==> src/rtl/core/fgre_pkg.sv <==
`timescale 1ns / 1ps
`default_nettype none
package fgre_pkg;

  localparam int GLYPH_W   = 7;
  localparam int GLOW_W    = 8;
  localparam int WORD_W    = 32;
  localparam int ACTION_W  = 2;
  localparam int MODE_W    = 2;
  localparam int SPEED_W   = 3;
  localparam int TIMER_W   = 8;
  localparam int CFG_IDX_W = 1;
  localparam int PICKS     = 5;

  localparam int COLUMNS_RST = 80;
  localparam int ROWS_RST    = 60;

  localparam logic [GLOW_W-1:0] GLOW_STICKY = 8'd255;
  localparam logic [GLOW_W-1:0] GLOW_BRIGHT = 8'd254;

  typedef enum logic [ACTION_W-1:0] {
    ACT_UPDATE = 2'd0,
    ACT_READ   = 2'd1,
    ACT_CLEAR  = 2'd2,
    ACT_UNUSED = 2'd3
  } action_e;

  typedef enum logic [CFG_IDX_W-1:0] {
    REG_COLUMNS = 1'b0,
    REG_ROWS    = 1'b1
  } cfg_reg_e;

  typedef enum logic [MODE_W-1:0] {
    MODE_IDLE  = 2'd0,
    MODE_DROP  = 2'd1,
    MODE_HOLD  = 2'd2,
    MODE_SLIDE = 2'd3
  } mode_e;

  typedef struct packed {
    mode_e                mode;
    logic [SPEED_W-1:0]   speed;
    logic [TIMER_W-1:0]   timer;
  } blip_ctl_t;

endpackage
`default_nettype wire

==> src/rtl/core/fgre_blip_calc.sv <==
`timescale 1ns / 1ps
`default_nettype none
module fgre_blip_calc #(
  parameter int ROW_W = 6,
  localparam int RC_W = ROW_W + 1
) (
  input  wire fgre_pkg::blip_ctl_t             cur_ctl,
  input  wire logic [ROW_W-1:0]                cur_row,
  input  wire logic [RC_W-1:0]                 fall_row,
  input  wire logic [RC_W-1:0]                 rows,
  input  wire logic [fgre_pkg::WORD_W-1:0]     word,
  output fgre_pkg::blip_ctl_t                  nxt_ctl,
  output logic      [ROW_W-1:0]                nxt_row
);
  import fgre_pkg::*;

  logic               pos;
  logic [TIMER_W-1:0] dec;
  logic [TIMER_W-1:0] t;

  assign pos = (cur_ctl.timer != '0) && !cur_ctl.timer[TIMER_W-1];
  assign dec = cur_ctl.timer - 1'b1;

  always_comb begin
    nxt_ctl = cur_ctl;
    nxt_row = cur_row;
    t       = cur_ctl.timer;
    unique case (cur_ctl.mode)
      MODE_IDLE: begin
        if (word[7:4] == 4'hf) begin
          nxt_ctl.mode  = MODE_DROP;
          nxt_ctl.speed = SPEED_W'(word[31:30]) + 1'b1;
          nxt_ctl.timer = '0;
          nxt_row       = '0;
        end else if (word[15:12] == 4'hf) begin
          nxt_ctl.mode  = MODE_SLIDE;
          nxt_ctl.timer = TIMER_W'(word[31:28]) + 8'd15;
          nxt_ctl.speed = SPEED_W'(word[25:24]) + 3'd2;
        end
      end
      MODE_DROP: begin
        if (pos) begin
          t = dec;
        end
        nxt_row = fall_row[ROW_W-1:0];
        if (fall_row >= rows) begin
          nxt_ctl.mode = MODE_IDLE;
          nxt_row      = '0;
        end
        if (t == '0) begin
          if (word[13:8] == 6'h3f) begin
            t = TIMER_W'(word[31:28]) + 8'd8;
          end else if (cur_ctl.speed > 3'd1 && word[6:0] == 7'h7f) begin
            nxt_ctl.mode = MODE_HOLD;
            t = TIMER_W'(word[31:26]) + 8'd30;
          end
        end
        nxt_ctl.timer = t;
      end
      MODE_HOLD: begin
        nxt_ctl.timer = dec;
        if (dec[TIMER_W-1]) begin
          nxt_ctl.mode = MODE_DROP;
        end
      end
      MODE_SLIDE: begin
        nxt_ctl.timer = dec;
        if (dec[TIMER_W-1]) begin
          nxt_ctl.mode = MODE_IDLE;
        end
      end
      default: begin
        nxt_ctl = cur_ctl;
      end
    endcase
  end

endmodule
`default_nettype wire

==> config.mk <==
export PLATFORM = sky130hd
export DESIGN_NAME = fgre_blip_calc
export DESIGN_NICKNAME = d
export VERILOG_FILES = /design/src/rtl/core/fgre_pkg.sv /design/src/rtl/core/fgre_blip_calc.sv
export SDC_FILE = /design/constraint.sdc
export NUM_CORES = 1
export LEC_CHECK = 0
export ABC_AREA = 1
export BUFFER_PORTS_ARGS = -buffer_cell sky130_fd_sc_hd__buf_2
export CAP_MARGIN = 20
export CORE_MARGIN = 2
export CORE_UTILIZATION = 48
export DETAILED_ROUTE_END_ITERATION = 7
export PLACE_DENSITY_LB_ADDON = 0.08
export SYNTH_ARGS = -nofsm -noshare
export SYNTH_HDL_FRONTEND = slang
export SYNTH_SLANG_ARGS = --single-unit
==> constraint.sdc <==
create_clock -name vclk -period 4.05
set_input_delay 1.0125 -clock vclk [all_inputs]
set_output_delay 1.0125 -clock vclk [all_outputs]
set_load 0.01 [all_outputs]
Word-level counts from Yosys, hierarchy flattened
Index checks and enable logic that the tools add are counted.
{"block": "word_totals", "output_inout_bits": 19, "reg_bits": 0, "in_bits": 65}
{"block": "op_classes", "reduce_logical": 7, "eq_ne": 7, "n_mux": 19, "n_lt_le_gt_ge": 2, "add_sub_neg": 6}
{"operator": "$mux W8", "count": 5}
{"operator": "$mux W13", "count": 2}
{"operator": "$pmux W8 S3", "count": 1}
{"operator": "$mux W2", "count": 6}
{"operator": "$mux W6", "count": 2}
{"operator": "$pmux W6 S2", "count": 1}
{"operator": "$add A4 B4 Y5 const B", "count": 2}
{"operator": "$eq A4 B4 Y1 const B", "count": 2}
{"operator": "$logic_not A8 Y1", "count": 1}
{"operator": "$pmux W2 S4", "count": 1}
{"operator": "$reduce_bool A8 Y1", "count": 1}
{"operator": "$sub A8 B1 Y8 const B", "count": 1}
{"operator": "$add A6 B5 Y7 const B", "count": 1}
{"operator": "$eq A7 B7 Y1 const B", "count": 1}
{"operator": "$ge A7 B7 Y1", "count": 1}
{"operator": "$eq A6 B6 Y1 const B", "count": 1}
{"operator": "$eq A2 B2 Y1 const B", "count": 2}
{"operator": "$add A2 B1 Y3 const B", "count": 1}
{"operator": "$add A2 B2 Y3 const B", "count": 1}
{"operator": "$gt A3 B1 Y1 const B", "count": 1}
{"operator": "$mux W3", "count": 1}
{"operator": "$eq A2 B1 Y1 const B", "count": 1}
{"operator": "$logic_and A1 B1 Y1", "count": 2}
{"operator": "$logic_not A2 Y1", "count": 1}
{"operator": "other kinds (2)", "count": 2}

Depth between registers and ports, before layout
Gate-level depths: netlist of the first run.
{"block": "depth", "depth_word": 8, "mapped_depth": 15}

Worst setup path before layout of the first run
Ideal clock, no wire load.
{"block": "synth_path", "kind": "input to output", "from": "input cur_ctl[0] in the netlist's numbering", "to": "output nxt_ctl[1] in the netlist's numbering", "arrival_time_ns": 2.248, "setup_slack_ns": 0.790, "path_stages": 14, "required_ns": 3.038, "path_cell_list": "inv_2 ha_1 nand2_2 inv_2 nand2_4 nand2_8 nand2_1 nand2_1 nand2_1 nor2_4 nand2_2 nand2_1 nand3_1 nand2_1"}
{"element": "from (decl)", "line_no": "fgre_blip_calc.sv:7", "rtl": "input wire fgre_pkg::blip_ctl_t cur_ctl,"}
{"element": "to (decl)", "line_no": "fgre_blip_calc.sv:12", "rtl": "output fgre_pkg::blip_ctl_t nxt_ctl,"}

==> results of run 1 <==
## per-stage QoR
step	setup slack (ns)	utilization [%]
2_1_floorplan	0.7899	-
3_3_place_gp	0.3595	63.61
3_5_place_dp	0.3495	63.61
4_1_cts	0.3466	63.61
5_1_grt	0.1267	63.61
6_report	0.3495	63.61
## power breakdown
| group | internal, mW | total, mW | switching, mW |
|---|---|---|---|
| clock | 0 | 0 | 0 |
| sequential | 0 | 0 | 0 |
| combinational | 0.0766 | 0.183 | 0.106 |
## final cells by class
class                           instances  area, um2  share of cell area (%)
Multi-Input combinational cell        240       1252                   66.12
Tap cell                               33      41.29                   2.180
Inverter                               51      205.2                   10.83
Timing Repair Buffer                   78      395.4                   20.87
## synth_stat cells
cell type	number	area share, %
a21oi_1	11	3.8
nand2_1	115	29
nand3_1	26	8.9
o21ai_1	3	1.0
a22o_1	1	0.60
ha_1	14	12
nand2_2	7	3.0
xor2_1	2	1.2
nand3_2	1	0.68
inv_1	46	12
o22ai_1	1	0.43
o221ai_1	4	2.4
bufinv_8	1	1.2
a22oi_1	1	0.51
inv_2	3	0.77
nor2_4	4	3.1
o21ai_0	16	5.5
clkbuf_1	1	0.26
nor3_1	1	0.34
clkinv_1	1	0.26
nand4_1	4	1.7
buf_2	1	0.34
nand2_8	1	1.4
xnor2_1	2	1.2
a211oi_1	1	0.51
nor2_1	18	4.6
nor2_2	6	2.6
nand2_4	1	0.77
## layer usage
layer	global-route usage [%]	vias up	share of wire, %
li1	-	1084	-
met1	32.77	873	46
met2	44.90	58	48
met3	0.8734	0	5.5
met4	0.6494	0	0
met5	0	-	0
## worst min path at each step
stage	startpoint	endpoint	slack, ns	depth (start not counted)
finish	fall_row[0]	nxt_row[0]	2.31	4
global route	fall_row[0]	nxt_row[0]	2.35	4
CTS	fall_row[0]	nxt_row[0]	2.32	4
detailed placement	fall_row[0]	nxt_row[0]	2.31	4
global placement	fall_row[0]	nxt_row[0]	2.31	4
floorplan	fall_row[0]	nxt_row[0]	2.14	2
## cell families (layout without fill, tap and decap cells)
kind of cell | count (synthesis) | in the layout | share of synthesized area (%)
buffers and inverters | 53 | 129 | 14.59
and+or+nand+nor | 184 | 184 | 56.40
xor gates and xnor gates | 4 | 4 | 2.390
AOI/OAI and AO/OA | 38 | 38 | 14.68
adders and majority gates | 14 | 14 | 11.95
==> qor.csv, run 1 <==
metric,value,unit
status,"complete, no violations",
Max rail drop VDD,50.24,uV
Antenna Cells,0,
total power,0.1829,mW
"Seq/Total Area, Yosys",0,%
Final Hold Fails,0,
Final Critical Period,3.701,ns
pwr dens,96.55,nW/um2
leak pwr,1.174,nW
CP endpoint,nxt_ctl[6],
Post-CTS Setup Inserts,0,
# Max-Cap Violations,0,
syn_area_per_cell,5.005,um2
placed insts,402,
number of global-route vias before repair,1705,
post_cts resized,0,
slowest CP cell,ha_1,
core area,2978,um2
Max Clock Freq,270.2,MHz
total negative slack,0,ns
layout cells sized above 1,27.64,%
CP endpoint kind,primary output,
Worst path max stage delay,0.25,ns
worst path required time,3.04,ns
Routed WL per cell,10.16,um
hold slack,2.313,ns
layout net count,450,
synthesized area,1466,um2
Gate Count Post-Synth,293,
CTS Hold Bufs,0,
starting density of the core,49.24,%
relative slew slack,63.07,%
clock buf count,0,
Levels on crit path,14,
Final Cycle Share,91.37,%
# IOs,84,
Yosys cell types,28,
CP startpoint,cur_ctl[0],
Die Wd,59.27,um
first-pass GRT wire length,6989,um
detailed-route via count,2015,
"commonest non-fill, non-tap cell in the layout",nand2_1,
total grt overflow,0,
WL final,4083,um
CP cell instances,"buf_2, inv_2, ha_1, nand2_2, inv_2, nand2_4, nand2_8, nand2_1, nand2_2, nand3_2, nor2_4, nand4_1, nand2_1, buf_2",
Synthesized Nets,372,
FF/Latch Area,0,um2
cell area after layout,1894,um2
"commonest non-fill, non-tap cells in the layout","115 x nand2_1, 76 x buf_2, 46 x inv_1",
gr usage total,24.32,%
Final Setup Violations,0,
Worst Hold Class,input pin to primary output,
Routed Antenna Nets,0,
Startpoint Class,input pin,
DR vias/cell,5.012,
FFs & Latches,0,
initial drt markers,122,
Layout Cells excl Fill,402,
RSZ-0062 raised after global routing,no,
Pins Over Slew Limit,0,
Post-DP Area,1894,um2
Top delay family on crit path,simple AND/OR/NAND/NOR gates,
Routability Congestion,0.9044,
Layout area overhead,29.18,%
Site Rows,20,
YS warnings,0,
DIE AREA,3513,um2
Slew @ Worst Pin,0.5497,ns
antenna violations before repair,0,
"Max FO, Critical Path",9,
Die Y-Extent,59.27,um
largest net degree at the start of global routing,14,
Crit Path Class,input pin to primary output,
hpwl dp,3561,um
"Arr. time, crit path",2.69,ns
Fill cells,332,
detailed-route DRC error count,0,
# port buffers,76,
Pre-antenna DRT Iters,4,
WP buf/inv,4,
Note: power is estimated with default switching activity, not from simulation.
==> inputs of run 2 (changes only) <==
--- a/config.mk
+++ b/config.mk
@@ -12,6 +12,7 @@
 export CORE_UTILIZATION = 48
 export DETAILED_ROUTE_END_ITERATION = 7
 export PLACE_DENSITY_LB_ADDON = 0.08
+export RECOVER_POWER = 100
 export SYNTH_ARGS = -nofsm -noshare
 export SYNTH_HDL_FRONTEND = slang
 export SYNTH_SLANG_ARGS = --single-unit
==> run 2 against run 1 <==
Count of clock-buffer cells in the layout is the same. Die area is the same. Global-route usage is the same. Non-clock buffer count is the same. Sequential cell count is the same. Highest routed layer unchanged. Cell count is the same. Routed wire length shrank 0.54%. Largest power group unchanged. First-iteration DRC count shrank 6.6%. Worst setup slack lost 0.063 ns. Via count grew 0.30%. Total power shrank 2.1%. Final area shrank 1.3%.
==> qor.csv, run 2 (synthesis gave the netlist of run 1 again) <==
metric,value,unit,change
pwr dens,95.80,nW/um2,-0.77%
slowest CP cell,ha_1,,
Final Setup Violations,0,,unchanged
status,"complete, no violations",,
first-pass GRT wire length,6989,um,unchanged
layout net count,450,,unchanged
detailed-route via count,2021,,+0.30%
DR vias/cell,5.027,,+0.30%
total negative slack,0,ns,unchanged
Die Y-Extent,59.27,um,unchanged
Site Rows,20,,unchanged
clock buf count,0,,unchanged
Worst Hold Class,input pin to primary output,,
total grt overflow,0,,unchanged
Routability Congestion,0.9044,,unchanged
Crit Path Class,input pin to primary output,,
# Max-Cap Violations,0,,unchanged
hpwl dp,3561,um,unchanged
layout cells sized above 1,24.12,%,-3.5 points
"commonest non-fill, non-tap cell in the layout",nand2_1,,
Antenna Cells,0,,unchanged
starting density of the core,49.24,%,unchanged
"most used cell, CP",nand2_1,,
Fill cells,340,,+2.4%
"Max FO, Critical Path",9,,unchanged
# IOs,84,,unchanged
CP endpoint kind,primary output,,
gr usage total,24.32,%,unchanged
Worst path max stage delay,0.23,ns,-0.02 ns
post_cts resized,0,,unchanged
Routed Antenna Nets,0,,unchanged
# port buffers,76,,unchanged
Final Critical Period,3.763,ns,+0.06280 ns
worst path required time,3.04,ns,about the same
CP startpoint,cur_ctl[0],,
core area,2978,um2,unchanged
Startpoint Class,input pin,,
CTS Hold Bufs,0,,unchanged
final core occ,62.77,%,-0.84 points
relative slew slack,63.07,%,about the same
Final Cycle Share,92.92,%,+1.6 points
Slew @ Worst Pin,0.5497,ns,-0.00001734 ns
largest net degree at the start of global routing,14,,unchanged
Pins Over Slew Limit,0,,unchanged
FF/Latch Area,0,um2,unchanged
RSZ-0062 raised after global routing,no,,
Max rail drop VDD,51.63,uV,+2.8%
initial drt markers,114,,-6.6%
Pre-antenna DRT Iters,4,,unchanged
Layout area overhead,27.47,%,
detailed-route DRC error count,0,,unchanged
FFs & Latches,0,,unchanged
Max Clock Freq,265.7,MHz,-1.7%
antenna violations before repair,0,,unchanged
worst hold start,fall_row[0],,
number of global-route vias before repair,1705,,unchanged
DIE AREA,3513,um2,unchanged
Final Hold Fails,0,,unchanged
"commonest non-fill, non-tap cells in the layout","116 x nand2_1, 67 x buf_2, 46 x inv_1",,
CP cell instances,"buf_2, inv_2, ha_1, nand2_1, inv_2, nand2_4, nand2_8, nand2_1, nand2_2, nand3_1, nor2_4, nand4_1, nand2_1, buf_2",,
Routed WL per cell,10.10,um,-0.54%
WL final,4061,um,-0.54%
"Arr. time, crit path",2.75,ns,+0.06 ns
Post-CTS Setup Inserts,0,,unchanged
leak pwr,1.141,nW,-2.8%
Die Wd,59.27,um,unchanged
total power,0.1791,mW,-2.1%
-- run 2: worst paths after layout --
| kind | to | slack, ns | cells after the start |
|---|---|---|---|
| hold / removal | nxt_row[0] | 2.31 | 4 |
| setup / recovery | nxt_ctl[6] | 0.29 | 14 |
-- run 2: through the flow --
step           worst slack [ns]  std cells  area [um2]  hold WS [ns]
2_1_floorplan            0.7899        293        1466         2.144
4_1_cts                  0.3466        402        1894         2.316
3_5_place_dp             0.3495        402        1894         2.313
6_report                 0.2867        402        1869         2.313
5_1_grt                 0.08576        402        1869         2.353
3_3_place_gp             0.3595        402        1894         2.313
-- run 2: layout make-up --
class | count | area [um2] | area share (%)
inverters | 51 | 205.2 | 10.98
multi-input cells | 240 | 1242 | 66.47
well taps | 33 | 41.29 | 2.209
repair buffers | 78 | 380.4 | 20.35
-- run 2: worst max-delay path, delay by kind of cell --
family                     cells  cell delay (ns)
buffers and inverters          4             0.48
and+or+nand+nor                9             1.03
adders and majority gates      1             0.23
-- run 2: power by group --
group	leakage [nW]	switching [mW]	internal (mW)
registers	0	0	0
logic	1.14	0.105	0.0737
clock network	0	0	0
-- run 2: per-layer routing --
layer / wire, um / share of wire [%] / up-vias / global-route usage (%)
li1: - / - / 1084 / -
met3: 264 / 6.5 / 0 / 0.8734
met4: 0 / 0 / 0 / 0.6494
met1: 1829 / 45 / 874 / 32.77
met5: 0 / 0 / - / 0
met2: 1967 / 48 / 63 / 44.90
==> inputs of run 3 (changes only) <==
--- a/config.mk
+++ b/config.mk
@@ -11,7 +11,7 @@
 export CORE_MARGIN = 2
 export CORE_UTILIZATION = 48
 export DETAILED_ROUTE_END_ITERATION = 7
-export PLACE_DENSITY_LB_ADDON = 0.08
+export PLACE_DENSITY = 0.87
 export RECOVER_POWER = 100
 export SYNTH_ARGS = -nofsm -noshare
 export SYNTH_HDL_FRONTEND = slang
==> run 3 against run 2 <==
Worst setup slack got worse by 0.049 ns. Die area unchanged. Total power about the same. Via count increased by 1.4%. Fmax decreased by 1.3%. Sequential share of layout area unchanged. Combinational power about the same. Utilization decreased by 0.29 points. Sequential cell count unchanged. Non-clock buffer count decreased by 1. Final area decreased by 0.47%. Cell count decreased by 0.25%. Critical endpoint is now nxt_ctl[3].
==> qor.csv, run 3 (synthesis gave the netlist of run 1 again) <==
metric,value,unit,change
Worst Hold Class,input pin to primary output,,
total negative slack,0,ns,unchanged
# Max-Cap Violations,0,,unchanged
Die Y-Extent,59.27,um,unchanged
Routed WL per cell,10.58,um,+4.7%
CTS Hold Bufs,0,,unchanged
Pins Over Slew Limit,0,,unchanged
"commonest non-fill, non-tap cells in the layout","115 x nand2_1, 67 x buf_2, 46 x inv_1",,
Max Clock Freq,262.3,MHz,-1.3%
Final Critical Period,3.812,ns,+0.04864 ns
"Max FO, Critical Path",9,,unchanged
"Arr. time, crit path",2.80,ns,+0.05 ns
post_cts resized,0,,unchanged
gr usage total,23.96,%,-0.36 points
layout net count,449,,-0.22%
"commonest non-fill, non-tap cell in the layout",nand2_1,,
core area,2978,um2,unchanged
Routed Antenna Nets,0,,unchanged
Die Wd,59.27,um,unchanged
CP endpoint kind,primary output,,
clock buf count,0,,unchanged
Max rail drop VDD,53.38,uV,+3.4%
relative slew slack,62.06,%,-1.0 points
Final Setup Violations,0,,unchanged
leak pwr,1.141,nW,about the same
Fill cells,324,,-4.7%
Layout Cells excl Fill,401,,-0.25%
number of global-route vias before repair,1699,,-0.35%
Layout area overhead,26.88,%,
WL final,4243,um,+4.5%
first-pass GRT wire length,6837,um,-2.2%
Antenna Cells,0,,unchanged
Crit Path Class,input pin to primary output,,
placed insts,401,,-0.25%
Startpoint Class,input pin,,
FF/Latch Area,0,um2,unchanged
hold slack,2.335,ns,+0.02224 ns
antenna violations before repair,0,,unchanged
DIE AREA,3513,um2,unchanged
final core occ,62.48,%,-0.29 points
detailed-route via count,2049,,+1.4%
Final Cycle Share,94.12,%,+1.2 points
Site Rows,20,,unchanged
Final Hold Fails,0,,unchanged
pwr dens,96.22,nW/um2,+0.43%
total grt overflow,0,,unchanged
largest net degree at the start of global routing,14,,unchanged
cell area after layout,1861,um2,-0.47%
status,"complete, no violations",,
detailed-route DRC error count,0,,unchanged
# port buffers,76,,unchanged
layout cells sized above 1,24.18,%,+0.066 points
Pre-antenna DRT Iters,5,,+1
Post-CTS Setup Inserts,0,,unchanged
# IOs,84,,unchanged
PnR worst setup slack,0.2380,ns,-0.04864 ns
total power,0.1790,mW,about the same
hpwl dp,3653,um,+2.6%
Post-DP Area,1887,um2,-0.40%
FFs & Latches,0,,unchanged
dpl ws,0.3593,ns,+0.009860 ns
initial drt markers,129,,+13%
worst path required time,3.04,ns,about the same
RSZ-0062 raised after global routing,no,,
starting density of the core,49.24,%,unchanged
Slew @ Worst Pin,0.5648,ns,+0.01506 ns
Routability Congestion,0.9206,,+1.8%
DR vias/cell,5.110,,+1.6%
==> run 3: changes by cell type in the layout (fill, tap and decap cells not counted), sizes merged <==
| cell | change |
|---|---|
| clkbuf | -1 |
==> run 3: path summary, 6_finish.rpt <==
| path | endpoint | cells after the start | from |
|---|---|---|---|
| worst min-delay path | nxt_row[0] | 4 | fall_row[0] |
| worst max-delay path | nxt_ctl[3] | 16 | cur_ctl[0] |
==> run 3: critical path, stage by stage <==
cell     delay, ns
buf_2         0.11
inv_2         0.13
ha_1          0.25
nand2_2       0.11
inv_2         0.10
nand2_4       0.09
nand2_8       0.10
nand2_1       0.05
nand2_1       0.08
nand2_1       0.07
nor2_1        0.24
nand2_2       0.11
nand2_1       0.07
nand3_1       0.07
nand2_1       0.08
buf_2         0.13
==> run 3: report_power, final <==
| part | internal [mW] | switching (mW) | leakage (nW) |
|---|---|---|---|
| registers | 0 | 0 | 0 |
| clock network | 0 | 0 | 0 |
| logic | 0.0733 | 0.106 | 1.14 |
==> run 3: final cells by class <==
type | instances | area, um2 | area share [%]
Inverter | 51 | 205.2 | 11.03
Multi-Input combinational cell | 240 | 1237 | 66.51
Tap cell | 33 | 41.29 | 2.219
Timing Repair Buffer | 77 | 376.6 | 20.24
==> run 3: metal layers <==
metal	vias up	global-route usage [%]	wire length (um)	part of all wire, %
li1	1083	-	-	-
met1	868	32.90	1924	45
met2	94	42.39	1920	45
met3	4	1.092	357	8.4
met4	0	2.597	40	0.94
met5	-	0	0	0
